`src/design/assert_macros.svh`:
```
// assertion helpers used by the parser core
// the checks drop out entirely when SYNTHESIS is defined
`ifndef ASSERT_MACROS_SVH
`define ASSERT_MACROS_SVH
`ifndef SYNTHESIS
// property must hold at every clock edge outside reset
`define ASSERT_ALWAYS(lbl, clk, rstn, expr) \
    lbl: assert property (@(posedge clk) disable iff (!rstn) (expr)) \
        else $error("assertion failed");
// consequent must hold in the cycle after the antecedent
`define ASSERT_NEXT(lbl, clk, rstn, ante, cons) \
    lbl: assert property (@(posedge clk) disable iff (!rstn) (ante) |=> (cons)) \
        else $error("assertion failed");
// consequent must hold in the same cycle as the antecedent
`define ASSERT_IMPLIES(lbl, clk, rstn, ante, cons) \
    lbl: assert property (@(posedge clk) disable iff (!rstn) (ante) |-> (cons)) \
        else $error("assertion failed");
`else
`define ASSERT_ALWAYS(lbl, clk, rstn, expr)
`define ASSERT_NEXT(lbl, clk, rstn, ante, cons)
`define ASSERT_IMPLIES(lbl, clk, rstn, ante, cons)
`endif
`endif

```
`src/design/fsp_pkg.sv`:
```
`timescale 1ns / 1ps
// ----------------------------------------------------------------------------
// fsp_pkg
// Types, codes and saturating arithmetic for the FASTA statistics parser.
// ----------------------------------------------------------------------------
package fsp_pkg;

    localparam int LENGTH_BITS = 40;
    localparam int COUNT_BITS  = 32;
    localparam int PHASE_BITS  = 3;

    localparam logic [LENGTH_BITS-1:0] LONG_THRESHOLD_RESET = LENGTH_BITS'(10000);

    // input op codes
    localparam logic OP_BYTE = 1'b0;
    localparam logic OP_EOF  = 1'b1;

    // result kinds
    localparam logic [1:0] KIND_RECORD = 2'd0;
    localparam logic [1:0] KIND_EOF    = 2'd1;
    localparam logic [1:0] KIND_ERROR  = 2'd2;

    // error codes
    localparam logic [1:0] ERR_MISSING_MARK  = 2'd0;
    localparam logic [1:0] ERR_BAD_CHAR      = 2'd1;
    localparam logic [1:0] ERR_EOF_IN_HEADER = 2'd2;

    // parser phases
    localparam logic [PHASE_BITS-1:0] PH_MARK     = 3'd0;
    localparam logic [PHASE_BITS-1:0] PH_HEADER   = 3'd1;
    localparam logic [PHASE_BITS-1:0] PH_SEQ      = 3'd2;
    localparam logic [PHASE_BITS-1:0] PH_AFTER_LF = 3'd3;
    localparam logic [PHASE_BITS-1:0] PH_DONE     = 3'd4;
    localparam logic [PHASE_BITS-1:0] PH_ERROR    = 3'd5;

    // characters
    localparam logic [7:0] CH_MARK = 8'h3E;
    localparam logic [7:0] CH_LF   = 8'h0A;
    localparam logic [7:0] CH_CR   = 8'h0D;
    localparam logic [7:0] CH_A_UP = 8'h41;
    localparam logic [7:0] CH_A_LO = 8'h61;
    localparam logic [7:0] CH_T_UP = 8'h54;
    localparam logic [7:0] CH_T_LO = 8'h74;
    localparam logic [7:0] CH_C_UP = 8'h43;
    localparam logic [7:0] CH_C_LO = 8'h63;
    localparam logic [7:0] CH_G_UP = 8'h47;
    localparam logic [7:0] CH_G_LO = 8'h67;
    localparam logic [7:0] CH_N_UP = 8'h4E;
    localparam logic [7:0] CH_N_LO = 8'h6E;

    // byte classes inside a sequence line
    localparam logic [2:0] CLS_AT    = 3'd0;
    localparam logic [2:0] CLS_GC    = 3'd1;
    localparam logic [2:0] CLS_N     = 3'd2;
    localparam logic [2:0] CLS_CR    = 3'd3;
    localparam logic [2:0] CLS_LF    = 3'd4;
    localparam logic [2:0] CLS_OTHER = 3'd5;

    typedef struct packed {
        logic       op;
        logic [7:0] data_byte;
    } fsp_item_t;

    typedef struct packed {
        logic [1:0]             kind;
        logic [1:0]             error_code;
        logic [LENGTH_BITS-1:0] record_length;
        logic [LENGTH_BITS-1:0] total_length;
        logic [LENGTH_BITS-1:0] long_total_length;
        logic [COUNT_BITS-1:0]  record_count;
        logic [COUNT_BITS-1:0]  long_record_count;
        logic [LENGTH_BITS-1:0] largest_record;
        logic [LENGTH_BITS-1:0] at_total;
        logic [LENGTH_BITS-1:0] gc_total;
        logic [LENGTH_BITS-1:0] n_total;
    } fsp_result_t;

    function automatic logic [2:0] classify(input logic [7:0] c);
        logic [2:0] cls;
        case (c) inside
            CH_A_UP, CH_A_LO, CH_T_UP, CH_T_LO: cls = CLS_AT;
            CH_C_UP, CH_C_LO, CH_G_UP, CH_G_LO: cls = CLS_GC;
            CH_N_UP, CH_N_LO:                   cls = CLS_N;
            CH_CR:                              cls = CLS_CR;
            CH_LF:                              cls = CLS_LF;
            default:                            cls = CLS_OTHER;
        endcase
        return cls;
    endfunction

    function automatic logic [LENGTH_BITS-1:0] sat_add_len(
        input logic [LENGTH_BITS-1:0] a,
        input logic [LENGTH_BITS-1:0] b
    );
        logic [LENGTH_BITS:0] sum;
        sum = {1'b0, a} + {1'b0, b};
        return sum[LENGTH_BITS] ? {LENGTH_BITS{1'b1}} : sum[LENGTH_BITS-1:0];
    endfunction

    function automatic logic [LENGTH_BITS-1:0] sat_inc_len(input logic [LENGTH_BITS-1:0] a);
        return (&a) ? a : a + LENGTH_BITS'(1);
    endfunction

    function automatic logic [COUNT_BITS-1:0] sat_inc_cnt(input logic [COUNT_BITS-1:0] a);
        return (&a) ? a : a + COUNT_BITS'(1);
    endfunction

endpackage

```
`src/design/fsp_in_stage.sv`:
```
`timescale 1ns / 1ps
// ----------------------------------------------------------------------------
// fsp_in_stage
// Input register: holds one accepted word until the parser core takes it.
// ----------------------------------------------------------------------------
module fsp_in_stage
    import fsp_pkg::*;
(
    input  logic      clk,
    input  logic      rst_n,
    input  logic      s_tvalid,
    output logic      s_tready,
    input  fsp_item_t item_in,
    input  logic      take,
    output logic      item_valid,
    output fsp_item_t item
);

    logic      valid_reg;
    logic      valid_next;
    fsp_item_t item_reg;

    // room when empty or when the held word leaves this cycle
    assign s_tready   = !valid_reg || take;
    assign valid_next = s_tvalid ? 1'b1 : (valid_reg && !take);

    // occupancy flag
    always_ff @(posedge clk or negedge rst_n)
    begin
        if (!rst_n)
        begin
            valid_reg <= 1'b0;
        end
        else
        begin
            valid_reg <= s_tready ? valid_next : valid_reg;
        end
    end

    // payload capture
    always_ff @(posedge clk)
    begin
        if (s_tvalid && s_tready)
        begin
            item_reg <= item_in;
        end
    end

    assign item_valid = valid_reg;
    assign item       = item_reg;

endmodule

```
`src/design/fsp_core.sv`:
```
`timescale 1ns / 1ps
`include "assert_macros.svh"
// ----------------------------------------------------------------------------
// fsp_core
// Parser state and running totals; one word is processed per advance.
// ----------------------------------------------------------------------------
module fsp_core
    import fsp_pkg::*;
(
    input  logic                   clk,
    input  logic                   rst_n,
    input  logic                   advance,
    input  fsp_item_t              item,
    input  logic [LENGTH_BITS-1:0] long_threshold,
    output logic                   res_valid,
    output fsp_result_t            result
);

    logic [PHASE_BITS-1:0]  phase_reg, phase_next;
    logic [LENGTH_BITS-1:0] cur_len_reg, cur_len_next;
    logic [LENGTH_BITS-1:0] len_sum_reg, len_sum_next;
    logic [LENGTH_BITS-1:0] long_sum_reg, long_sum_next;
    logic [COUNT_BITS-1:0]  rec_cnt_reg, rec_cnt_next;
    logic [COUNT_BITS-1:0]  long_cnt_reg, long_cnt_next;
    logic [LENGTH_BITS-1:0] largest_reg, largest_next;
    logic [LENGTH_BITS-1:0] at_reg, at_next;
    logic [LENGTH_BITS-1:0] gc_reg, gc_next;
    logic [LENGTH_BITS-1:0] n_reg, n_next;

    logic       is_eof;
    logic [2:0] cls;
    logic       is_long;
    logic [1:0] kind;
    logic [1:0] err;
    logic       emit;
    logic       use_seq;
    logic       terminal;

    assign is_eof  = (item.op == OP_EOF);
    assign cls     = classify(item.data_byte);
    assign is_long = (cur_len_reg > long_threshold);

    // next state for one word
    always_comb
    begin
        phase_next    = phase_reg;
        cur_len_next  = cur_len_reg;
        len_sum_next  = len_sum_reg;
        long_sum_next = long_sum_reg;
        rec_cnt_next  = rec_cnt_reg;
        long_cnt_next = long_cnt_reg;
        largest_next  = largest_reg;
        at_next       = at_reg;
        gc_next       = gc_reg;
        n_next        = n_reg;
        emit          = 1'b0;
        kind          = KIND_RECORD;
        err           = ERR_MISSING_MARK;
        use_seq       = 1'b0;

        unique case (phase_reg)
            PH_MARK:
            begin
                if (is_eof || item.data_byte != CH_MARK)
                begin
                    phase_next = PH_ERROR;
                    emit       = 1'b1;
                    kind       = KIND_ERROR;
                    err        = ERR_MISSING_MARK;
                end
                else
                begin
                    phase_next = PH_HEADER;
                end
            end
            PH_HEADER:
            begin
                if (is_eof)
                begin
                    phase_next = PH_ERROR;
                    emit       = 1'b1;
                    kind       = KIND_ERROR;
                    err        = ERR_EOF_IN_HEADER;
                end
                else if (item.data_byte == CH_LF)
                begin
                    cur_len_next = '0;
                    phase_next   = PH_SEQ;
                end
            end
            PH_SEQ:
            begin
                if (is_eof)
                begin
                    phase_next = PH_ERROR;
                    emit       = 1'b1;
                    kind       = KIND_ERROR;
                    err        = ERR_BAD_CHAR;
                end
                else
                begin
                    use_seq = 1'b1;
                end
            end
            PH_AFTER_LF:
            begin
                if (is_eof || item.data_byte == CH_MARK)
                begin
                    // record closes
                    len_sum_next = sat_add_len(len_sum_reg, cur_len_reg);
                    rec_cnt_next = sat_inc_cnt(rec_cnt_reg);
                    largest_next = (cur_len_reg > largest_reg) ? cur_len_reg : largest_reg;
                    if (is_long)
                    begin
                        long_sum_next = sat_add_len(long_sum_reg, cur_len_reg);
                        long_cnt_next = sat_inc_cnt(long_cnt_reg);
                    end
                    emit       = 1'b1;
                    kind       = is_eof ? KIND_EOF : KIND_RECORD;
                    phase_next = is_eof ? PH_DONE : PH_HEADER;
                end
                else
                begin
                    use_seq = 1'b1;
                end
            end
            default:
            begin
                phase_next = phase_reg;
            end
        endcase

        // byte inside a sequence line
        if (use_seq)
        begin
            case (cls)
                CLS_CR:
                begin
                    phase_next = PH_SEQ;
                end
                CLS_LF:
                begin
                    phase_next = PH_AFTER_LF;
                end
                CLS_AT:
                begin
                    at_next      = sat_inc_len(at_reg);
                    cur_len_next = sat_inc_len(cur_len_reg);
                    phase_next   = PH_SEQ;
                end
                CLS_GC:
                begin
                    gc_next      = sat_inc_len(gc_reg);
                    cur_len_next = sat_inc_len(cur_len_reg);
                    phase_next   = PH_SEQ;
                end
                CLS_N:
                begin
                    n_next       = sat_inc_len(n_reg);
                    cur_len_next = sat_inc_len(cur_len_reg);
                    phase_next   = PH_SEQ;
                end
                default:
                begin
                    phase_next = PH_ERROR;
                    emit       = 1'b1;
                    kind       = KIND_ERROR;
                    err        = ERR_BAD_CHAR;
                end
            endcase
        end
    end

    // result word, totals after this byte
    always_comb
    begin
        result.kind              = kind;
        result.error_code        = (kind == KIND_ERROR) ? err : ERR_MISSING_MARK;
        result.record_length     = (kind == KIND_ERROR) ? '0 : cur_len_reg;
        result.total_length      = len_sum_next;
        result.long_total_length = long_sum_next;
        result.record_count      = rec_cnt_next;
        result.long_record_count = long_cnt_next;
        result.largest_record    = largest_next;
        result.at_total          = at_next;
        result.gc_total          = gc_next;
        result.n_total           = n_next;
    end

    assign res_valid = advance && emit;

    // parser state
    always_ff @(posedge clk or negedge rst_n)
    begin
        if (!rst_n)
        begin
            phase_reg    <= PH_MARK;
            cur_len_reg  <= '0;
            len_sum_reg  <= '0;
            long_sum_reg <= '0;
            rec_cnt_reg  <= '0;
            long_cnt_reg <= '0;
            largest_reg  <= '0;
            at_reg       <= '0;
            gc_reg       <= '0;
            n_reg        <= '0;
        end
        else if (advance)
        begin
            phase_reg    <= phase_next;
            cur_len_reg  <= cur_len_next;
            len_sum_reg  <= len_sum_next;
            long_sum_reg <= long_sum_next;
            rec_cnt_reg  <= rec_cnt_next;
            long_cnt_reg <= long_cnt_next;
            largest_reg  <= largest_next;
            at_reg       <= at_next;
            gc_reg       <= gc_next;
            n_reg        <= n_next;
        end
    end

    // checks
    assign terminal = (phase_reg == PH_DONE) || (phase_reg == PH_ERROR);

    `ASSERT_NEXT(a_terminal_sticks, clk, rst_n, terminal, phase_reg == $past(phase_reg))
    `ASSERT_IMPLIES(a_terminal_silent, clk, rst_n, terminal, !res_valid)
    `ASSERT_ALWAYS(a_long_le_all, clk, rst_n, long_cnt_reg <= rec_cnt_reg)
    `ASSERT_ALWAYS(a_largest_le_sum, clk, rst_n, largest_reg <= len_sum_reg)
    `ASSERT_NEXT(a_count_monotone, clk, rst_n, 1'b1, rec_cnt_reg >= $past(rec_cnt_reg))

endmodule

```
`src/design/fsp_out_stage.sv`:
```
`timescale 1ns / 1ps
// ----------------------------------------------------------------------------
// fsp_out_stage
// Result register: holds one result word until the consumer takes it.
// ----------------------------------------------------------------------------
module fsp_out_stage
    import fsp_pkg::*;
(
    input  logic        clk,
    input  logic        rst_n,
    input  logic        load,
    input  fsp_result_t result_in,
    output logic        slot_free,
    output logic        m_tvalid,
    input  logic        m_tready,
    output fsp_result_t result
);

    logic        valid_reg;
    fsp_result_t result_reg;

    // free when empty or draining this cycle
    assign slot_free = !valid_reg || m_tready;

    // occupancy flag
    always_ff @(posedge clk or negedge rst_n)
    begin
        if (!rst_n)
        begin
            valid_reg <= 1'b0;
        end
        else if (slot_free)
        begin
            valid_reg <= load;
        end
    end

    // payload capture
    always_ff @(posedge clk)
    begin
        if (load && slot_free)
        begin
            result_reg <= result_in;
        end
    end

    assign m_tvalid = valid_reg;
    assign result   = result_reg;

endmodule

```
`src/design/fasta_sequence_stats_parser.sv`:
```
`timescale 1ns / 1ps
// a byte waits in the input register; the result word it gives waits in the result register
// throughput: one byte per cycle while the result slot is free or draining
// a byte that closes no record and raises no error gives no output word
// reset clears the phase, all totals and the word valid flags; threshold returns to 10000
// ----------------------------------------------------------------------------
// fasta_sequence_stats_parser
// FASTA byte stream parser producing per-record and final assembly totals.
// ----------------------------------------------------------------------------
module fasta_sequence_stats_parser
    import fsp_pkg::*;
(
    input  logic                   clk,
    input  logic                   rst_n,
    input  logic                   cfg_we,
    input  logic [LENGTH_BITS-1:0] cfg_wdata,  // long_threshold
    input  logic                   s_tvalid,
    output logic                   s_tready,
    input  logic [7:0]             s_tdata,    // data_byte
    input  logic [0:0]             s_tuser,    // op
    output logic                   m_tvalid,
    input  logic                   m_tready,
    // error_code, record_length, total_length, long_total_length, record_count,
    // long_record_count, largest_record, at_total, gc_total, n_total, zero pad
    output logic [351:0]           m_tdata,
    output logic [1:0]             m_tuser     // kind
);

    logic [LENGTH_BITS-1:0] threshold_reg;
    fsp_item_t              item_in;
    fsp_item_t              item;
    logic                   item_valid;
    logic                   take;
    logic                   slot_free;
    logic                   res_valid;
    fsp_result_t            res;
    fsp_result_t            out_res;

    // threshold register
    always_ff @(posedge clk or negedge rst_n)
    begin
        if (!rst_n)
        begin
            threshold_reg <= LONG_THRESHOLD_RESET;
        end
        else if (cfg_we)
        begin
            threshold_reg <= cfg_wdata;
        end
    end

    assign item_in.op        = s_tuser[0];
    assign item_in.data_byte = s_tdata;

    // core advances when a word is held and the result slot can take it
    assign take = item_valid && slot_free;

    fsp_in_stage u_in
    (
        .clk        (clk),
        .rst_n      (rst_n),
        .s_tvalid   (s_tvalid),
        .s_tready   (s_tready),
        .item_in    (item_in),
        .take       (take),
        .item_valid (item_valid),
        .item       (item)
    );

    fsp_core u_core
    (
        .clk            (clk),
        .rst_n          (rst_n),
        .advance        (take),
        .item           (item),
        .long_threshold (threshold_reg),
        .res_valid      (res_valid),
        .result         (res)
    );

    fsp_out_stage u_out
    (
        .clk       (clk),
        .rst_n     (rst_n),
        .load      (res_valid),
        .result_in (res),
        .slot_free (slot_free),
        .m_tvalid  (m_tvalid),
        .m_tready  (m_tready),
        .result    (out_res)
    );

    // output packing
    assign m_tuser = out_res.kind;
    assign m_tdata = {
        6'd0,
        out_res.n_total,
        out_res.gc_total,
        out_res.at_total,
        out_res.largest_record,
        out_res.long_record_count,
        out_res.record_count,
        out_res.long_total_length,
        out_res.total_length,
        out_res.record_length,
        out_res.error_code
    };

endmodule

```
`config.mk`:
```
export PLATFORM = sky130hd
export DESIGN_NAME = fasta_sequence_stats_parser
export DESIGN_NICKNAME = d
export VERILOG_FILES = /design/src/design/fsp_pkg.sv /design/src/design/fsp_in_stage.sv /design/src/design/fsp_core.sv /design/src/design/fsp_out_stage.sv /design/src/design/fasta_sequence_stats_parser.sv
export VERILOG_INCLUDE_DIRS = /design/src /design/src/design
export SDC_FILE = /design/constraint.sdc
export NUM_CORES = 2
export LEC_CHECK = 0
export BUFFER_PORTS_ARGS = -buffer_cell sky130_fd_sc_hd__buf_4
export CAP_MARGIN = 30
export CORE_MARGIN = 1
export CORE_UTILIZATION = 25
export CTS_CLUSTER_DIAMETER = 200
export DETAILED_ROUTE_END_ITERATION = 12
export HOLD_SLACK_MARGIN = 0.08
export MAX_ROUTING_LAYER = met4
export PLACE_DENSITY = 0.51
export REMOVE_ABC_BUFFERS = 1
export SLEW_MARGIN = 20
export SYNTH_ARGS = -nofsm -noshare
export SYNTH_HDL_FRONTEND = slang
export SYNTH_SLANG_ARGS = --single-unit
```
`constraint.sdc`:
```
create_clock -name clk -period 29.2 [get_ports clk]
set_input_delay 5.84 -clock clk [delete_from_list [all_inputs] [get_ports clk]]
set_output_delay 5.84 -clock clk [all_outputs]
set_load 0.03 [all_outputs]
```
== After elaboration in Yosys (flattened, before gate mapping) ==
Cells that the tools add are included.
Cells by class
  reduce and logical (&&, ||, !) cells: 30
  mux-type cells: 66
  $add $sub $neg: 8
  equal/unequal tests: 26
  order comparisons: 2
Operators with widths (number)
  2-to-1 mux 40 bit: 25
  2-to-1 mux 32 bit: 7
  adder 40 x 1 -> 40 bit (second input constant): 4
  AND reduction 40 bit: 4
  adder 40 x 40 -> 41 bit: 2
  == test 8 x 7 -> 1 bit (second input constant): 10
  > comparator 40 bit: 2
  adder 32 x 1 -> 32 bit (second input constant): 2
  AND reduction 32 bit: 2
  2-to-1 mux 3 bit: 11
  == test 8 x 4 -> 1 bit (second input constant): 2
  == test 3 x 2 -> 1 bit (second input constant): 4
  2-to-1 mux 2 bit: 6
  one-hot mux 3 bit (4 select lines): 1
  OR reduction 4 bit: 3
  2-to-1 mux 1 bit: 11
  == test 8 x 6 -> 1 bit (second input constant): 1
  != test 8 x 6 -> 1 bit (second input constant): 1
  == test 3 x 1 -> 1 bit (second input constant): 2
  logical NOT 3 bit: 2
  one-hot mux 2 bit (3 select lines): 1
  one-hot mux 3 bit (2 select lines): 1
  logical AND 1 bit: 5
  AND reduction 5 bit: 1
  16 further kinds: 22
Word-level totals
  bits of input ports: 54
  register bits: 746
  output and inout bits: 356

== Logic depth before layout (Yosys ltp) ==
  depth in word-level cells: 12
  gate-level depth with buffers: 13
  depth with buffers taken out: 11

== Cells and area by module ==
Synthesis repeated with hierarchy kept, for this count alone.
Unflattened totals
  cell total of the unflattened synthesis: 3496
  area total of the unflattened synthesis: 38285.5 µm²
By module, submodules not included
  fsp_core: cells an instance 3039, times used 1, area each 25899.8 µm²
  fsp_out_stage: cells an instance 352, times used 1, area each 10503.8 µm²
  fasta_sequence_stats_parser: cells an instance 92, times used 1, area each 1557.7 µm²
  fsp_in_stage: cells an instance 13, times used 1, area each 324.1 µm²

== Worst setup path before layout ==
Ideal clock, no wire load.
  kind: input -> register
  from: input m_tready
  to: register u_out.result_reg, in the netlist u_out.result[0] (enable)
  cell stages on the path: 7
  buffers on the path: 3
  data arrival time: 23388 ps
  setup slack: 4635 ps
  cells stage by stage: inv_1 nand2_1 nand2_1 clkbuf_1 clkbuf_1 clkbuf_1 a21oi_1
On the way
  cells in the longest elaborated chain, start to end: 4
RTL lines
  start, declared: RTL line fasta_sequence_stats_parser.sv:22  | input logic m_tready,
  logical OR 1 bit *: RTL line fsp_out_stage.sv:23  | assign slot_free = !valid_reg || m_tready;
  logical AND 1 bit: RTL line fasta_sequence_stats_parser.sv:56  | assign take = item_valid && slot_free;
  logical AND 1 bit: RTL line fsp_core.sv:190  | assign res_valid = advance && emit;
  logical AND 1 bit *: RTL line fsp_out_stage.sv:41  | if (load && slot_free)
  end signal, assigned: RTL line fsp_out_stage.sv:43  | result_reg <= result_in;
  end, declared: RTL line fsp_out_stage.sv:20  | fsp_result_t result_reg;
Every way passes the cells marked *; elsewhere a longest branch is shown, timed or not.
A chain may end at the register's enable or synchronous reset.

== Final worst setup path ==
  from: input m_tready
  to: output s_tready
On the way
  cells in the longest elaborated chain, start to end: 3
RTL lines
  logical OR 1 bit: RTL line fsp_out_stage.sv:23
  logical AND 1 bit: RTL line fasta_sequence_stats_parser.sv:56
  logical OR 1 bit: RTL line fsp_in_stage.sv:24  | assign s_tready = !valid_reg || take;
  end, declared: RTL line fasta_sequence_stats_parser.sv:18  | output logic s_tready,
No other way between the ends.

==> metrics.csv <==
metric;value;unit
drcViolationCount;0;
ant_nets;0;
grt_pass1_vias;27000;
worstMarginPinSlew;908;ps
postCtsHoldBufs;0;
async_reset_ff_share;52.1;%
power_frac_clock;51.3;%
fill_cells;15400;
fin_setup_tns;0;ps
clkSlewWorstSetupHoldPaths;60;ps
p_comb_share;2.1;%
outcome;finished, final reports clean;
synth_top_area_share;28.4;%
antenna_found_initial;10;
post-route-period-util;41.8;%
wl_per_cell;19.4;µm
cts_resized;0;
numCtsBuffers;91;
cts_sinks;746;
fin_crit;12200;ps
p_leak;20.9;nW
syn-cell-area;37800;µm²
grt_max_degree;97;
critPathLaunchType;input pin;
hold_class;flop to flop;
cts_tree;built;
seq_area;20500;µm²
drive_gt1_share;18.6;%
p_total;2.37;mW
synth_edf_count;357;
dp.final_hpwl;81700;µm
yosysUniqueCellTypes;73;
place.gp.congestion;0.861;
largest_reg_flops;348;
synth_top_area_cell;edfxtp_1;
htree_levels;3;
setup_violations;0;
cts_buffer_depth;3;
synth_area_per_cell;10.9;µm²
postCtsSetupBuffers;0;
p_int;1.84;mW
synth.area.top_cells;edfxtp_1 (28%), dfrtp_1 (25%), ha_1 (5.5%);
timing.fmax;0.0820;GHz
crit_type;input pin to output pin;
max_cap_viol_count;0;
vias;27600;
multi_input_area;16400;µm²
overflow;0;
final_util;31.1;%
coreArea;150000;µm²
yosys_warnings;0;
timing.hold.ws;505;ps
hold_viol;0;
ys.flop_type;dfrtp_1;
via_per_inst;4.61;
drt_wl_total;116000;µm
fin_skew;61.5;ps
die-width;391;µm
drt_iter0_drc;1916;
maxSlewHeadroom;39.5;%
io_buffers;403;
final_cell_area;46600;µm²
design.portCount;410;
grt_use_total;15.3;%
p_sw_share;22.4;%
crit_arrival;6360;ps
syn2layout_area_growth;23.4;%
peakVddDrop;0.0000455;V
ys_ff_latch;746;
power_switching;0.532;mW
cp.required;23360;ps
cts-root-buf;clkbuf_16;
rows;142;
grt_pass1_wl;172000;µm
power_frac_seq;46.6;%
crit_fanout;3;
crit_path_end_kind;output pin;
firstDrtPassIters;6;
dieArea;153000;µm²
rsz0062_at_grt;false;
layout.nets;4093;
fp.dieH;391;µm
worstSkewPairLatency;730;ps
slew_violations;0;
initial_utilization;25.2;%
postSynthCellCount;3453;
dpl-instance-area;43300;µm²
ys_seq_area_share;54.1;%
power.density;50.9;nW/µm²
stage by stage:
| step | cells | setup slack [ps] |
|---|---|---|
| after detailed placement | 5789 | 17010 |
| after CTS | 5961 | 17000 |
| after global routing | 5970 | 16970 |
| after global placement | 5786 | 16990 |
| after floorplan | 3316 | 4070 |
| final | 5971 | 17000 |
cell usage after synthesis, drive strengths merged (4+ instances only):
library cell / number
dfrtp: 384
edfxtp: 357
nor2: 334
nand2: 307
xnor2: 226
xor2: 200
a21oi: 176
ha: 166
o21ai: 131
nand3: 124
inv: 111
clkbuf: 108
nand4: 91
mux2: 86
o22a: 84
a21o: 78
nor3: 73
and2: 62
and3: 52
a31oi: 47
buf: 34
and4: 17
nor4: 17
or3: 15
a211oi: 14
nand2b: 14
o211ai: 13
nor2b: 12
o21a: 11
or2: 11
o21bai: 7
or4: 7
a221oi: 5
dfstp: 5
mux2i: 5
o31ai: 5
a2111oi: 4
a221o: 4
a31o: 4
o2111ai: 4
o22ai: 4
final cells by class:
cell class / count / area share (%)
tap: 2016 / 5.41
clock buffer: 108 / 5.04
multi-input combinational: 2459 / 35.3
clock inverter: 64 / 1.84
antenna: 5 / 0.0268
timing repair buffer: 462 / 7.64
sequential: 746 / 43.9
inverter: 111 / 0.894
worst max-delay path: stages:
cell and delay [ps]:
buf_4 110, inv_1 100, nand3_1 120, buf_4 200
worst paths after layout:
path                                              from                       to  slack [ps]  cells past startpoint
worst max-delay path                          m_tready                 s_tready       17000                      4
worst min-delay path                   u_core.n_reg[8]          u_core.n_reg[8]         500                      1
worst max register to register  u_core.cur_len_reg[37]        u_out.result[191]       24190                     12
worst min register to register         u_core.n_reg[8]          u_core.n_reg[8]         500                      1
max in group asynchronous                        rst_n  u_core.long_cnt_reg[12]       21450                      5
min in group asynchronous                        rst_n   u_core.rec_cnt_reg[26]        5160                      1
cell usage in the layout, fill, tap and decap left out, drive strengths merged, types with 34 or more instances in the layout:
master	instances
buf	461
nor3	73
o21ai	131
edfxtp	357
clkinv	34
xor2	200
clkbuf	109
dfrtp	384
nand3	124
nor2	334
a21oi	176
o22a	84
xnor2	226
and2	62
ha	166
mux2	86
nand2	307
a21o	78
inv	116
nand4	91
a31oi	47
and3	52
logic make-up (layout without fill, tap and decap cells):
kind of cell / after synthesis / after routing / share of synthesized area (%)
simple gates: 1147 / 1147 / 14.4
xor+xnor: 426 / 426 / 9.87
flops: 746 / 746 / 54.1
fa+ha+maj: 168 / 168 / 5.60
mux: 91 / 91 / 2.70
other cells: 1 / 11 / 0.00992
compound gates: 621 / 621 / 10.6
buf+inv: 253 / 745 / 2.64
power groups by stage:
stage	sequential (mW)	clock, mW	combinational (mW)
after floorplan	1.13	0	0.0195
after global placement	1.13	0	0.0492
after detailed placement	1.13	0	0.0501
after CTS	1.11	1.26	0.0504
after global routing	1.11	1.30	0.0561
final	1.11	1.22	0.0493
layer usage:
layer	global-route usage [%]	routed length [µm]	share of wire (%)
met1	20.4	53800	47
met2	23.6	52800	46
met3	2.60	5690	4.9
met4	5.25	3370	2.9
met5	-	0	0
Note: power is estimated with default switching activity, not from simulation.
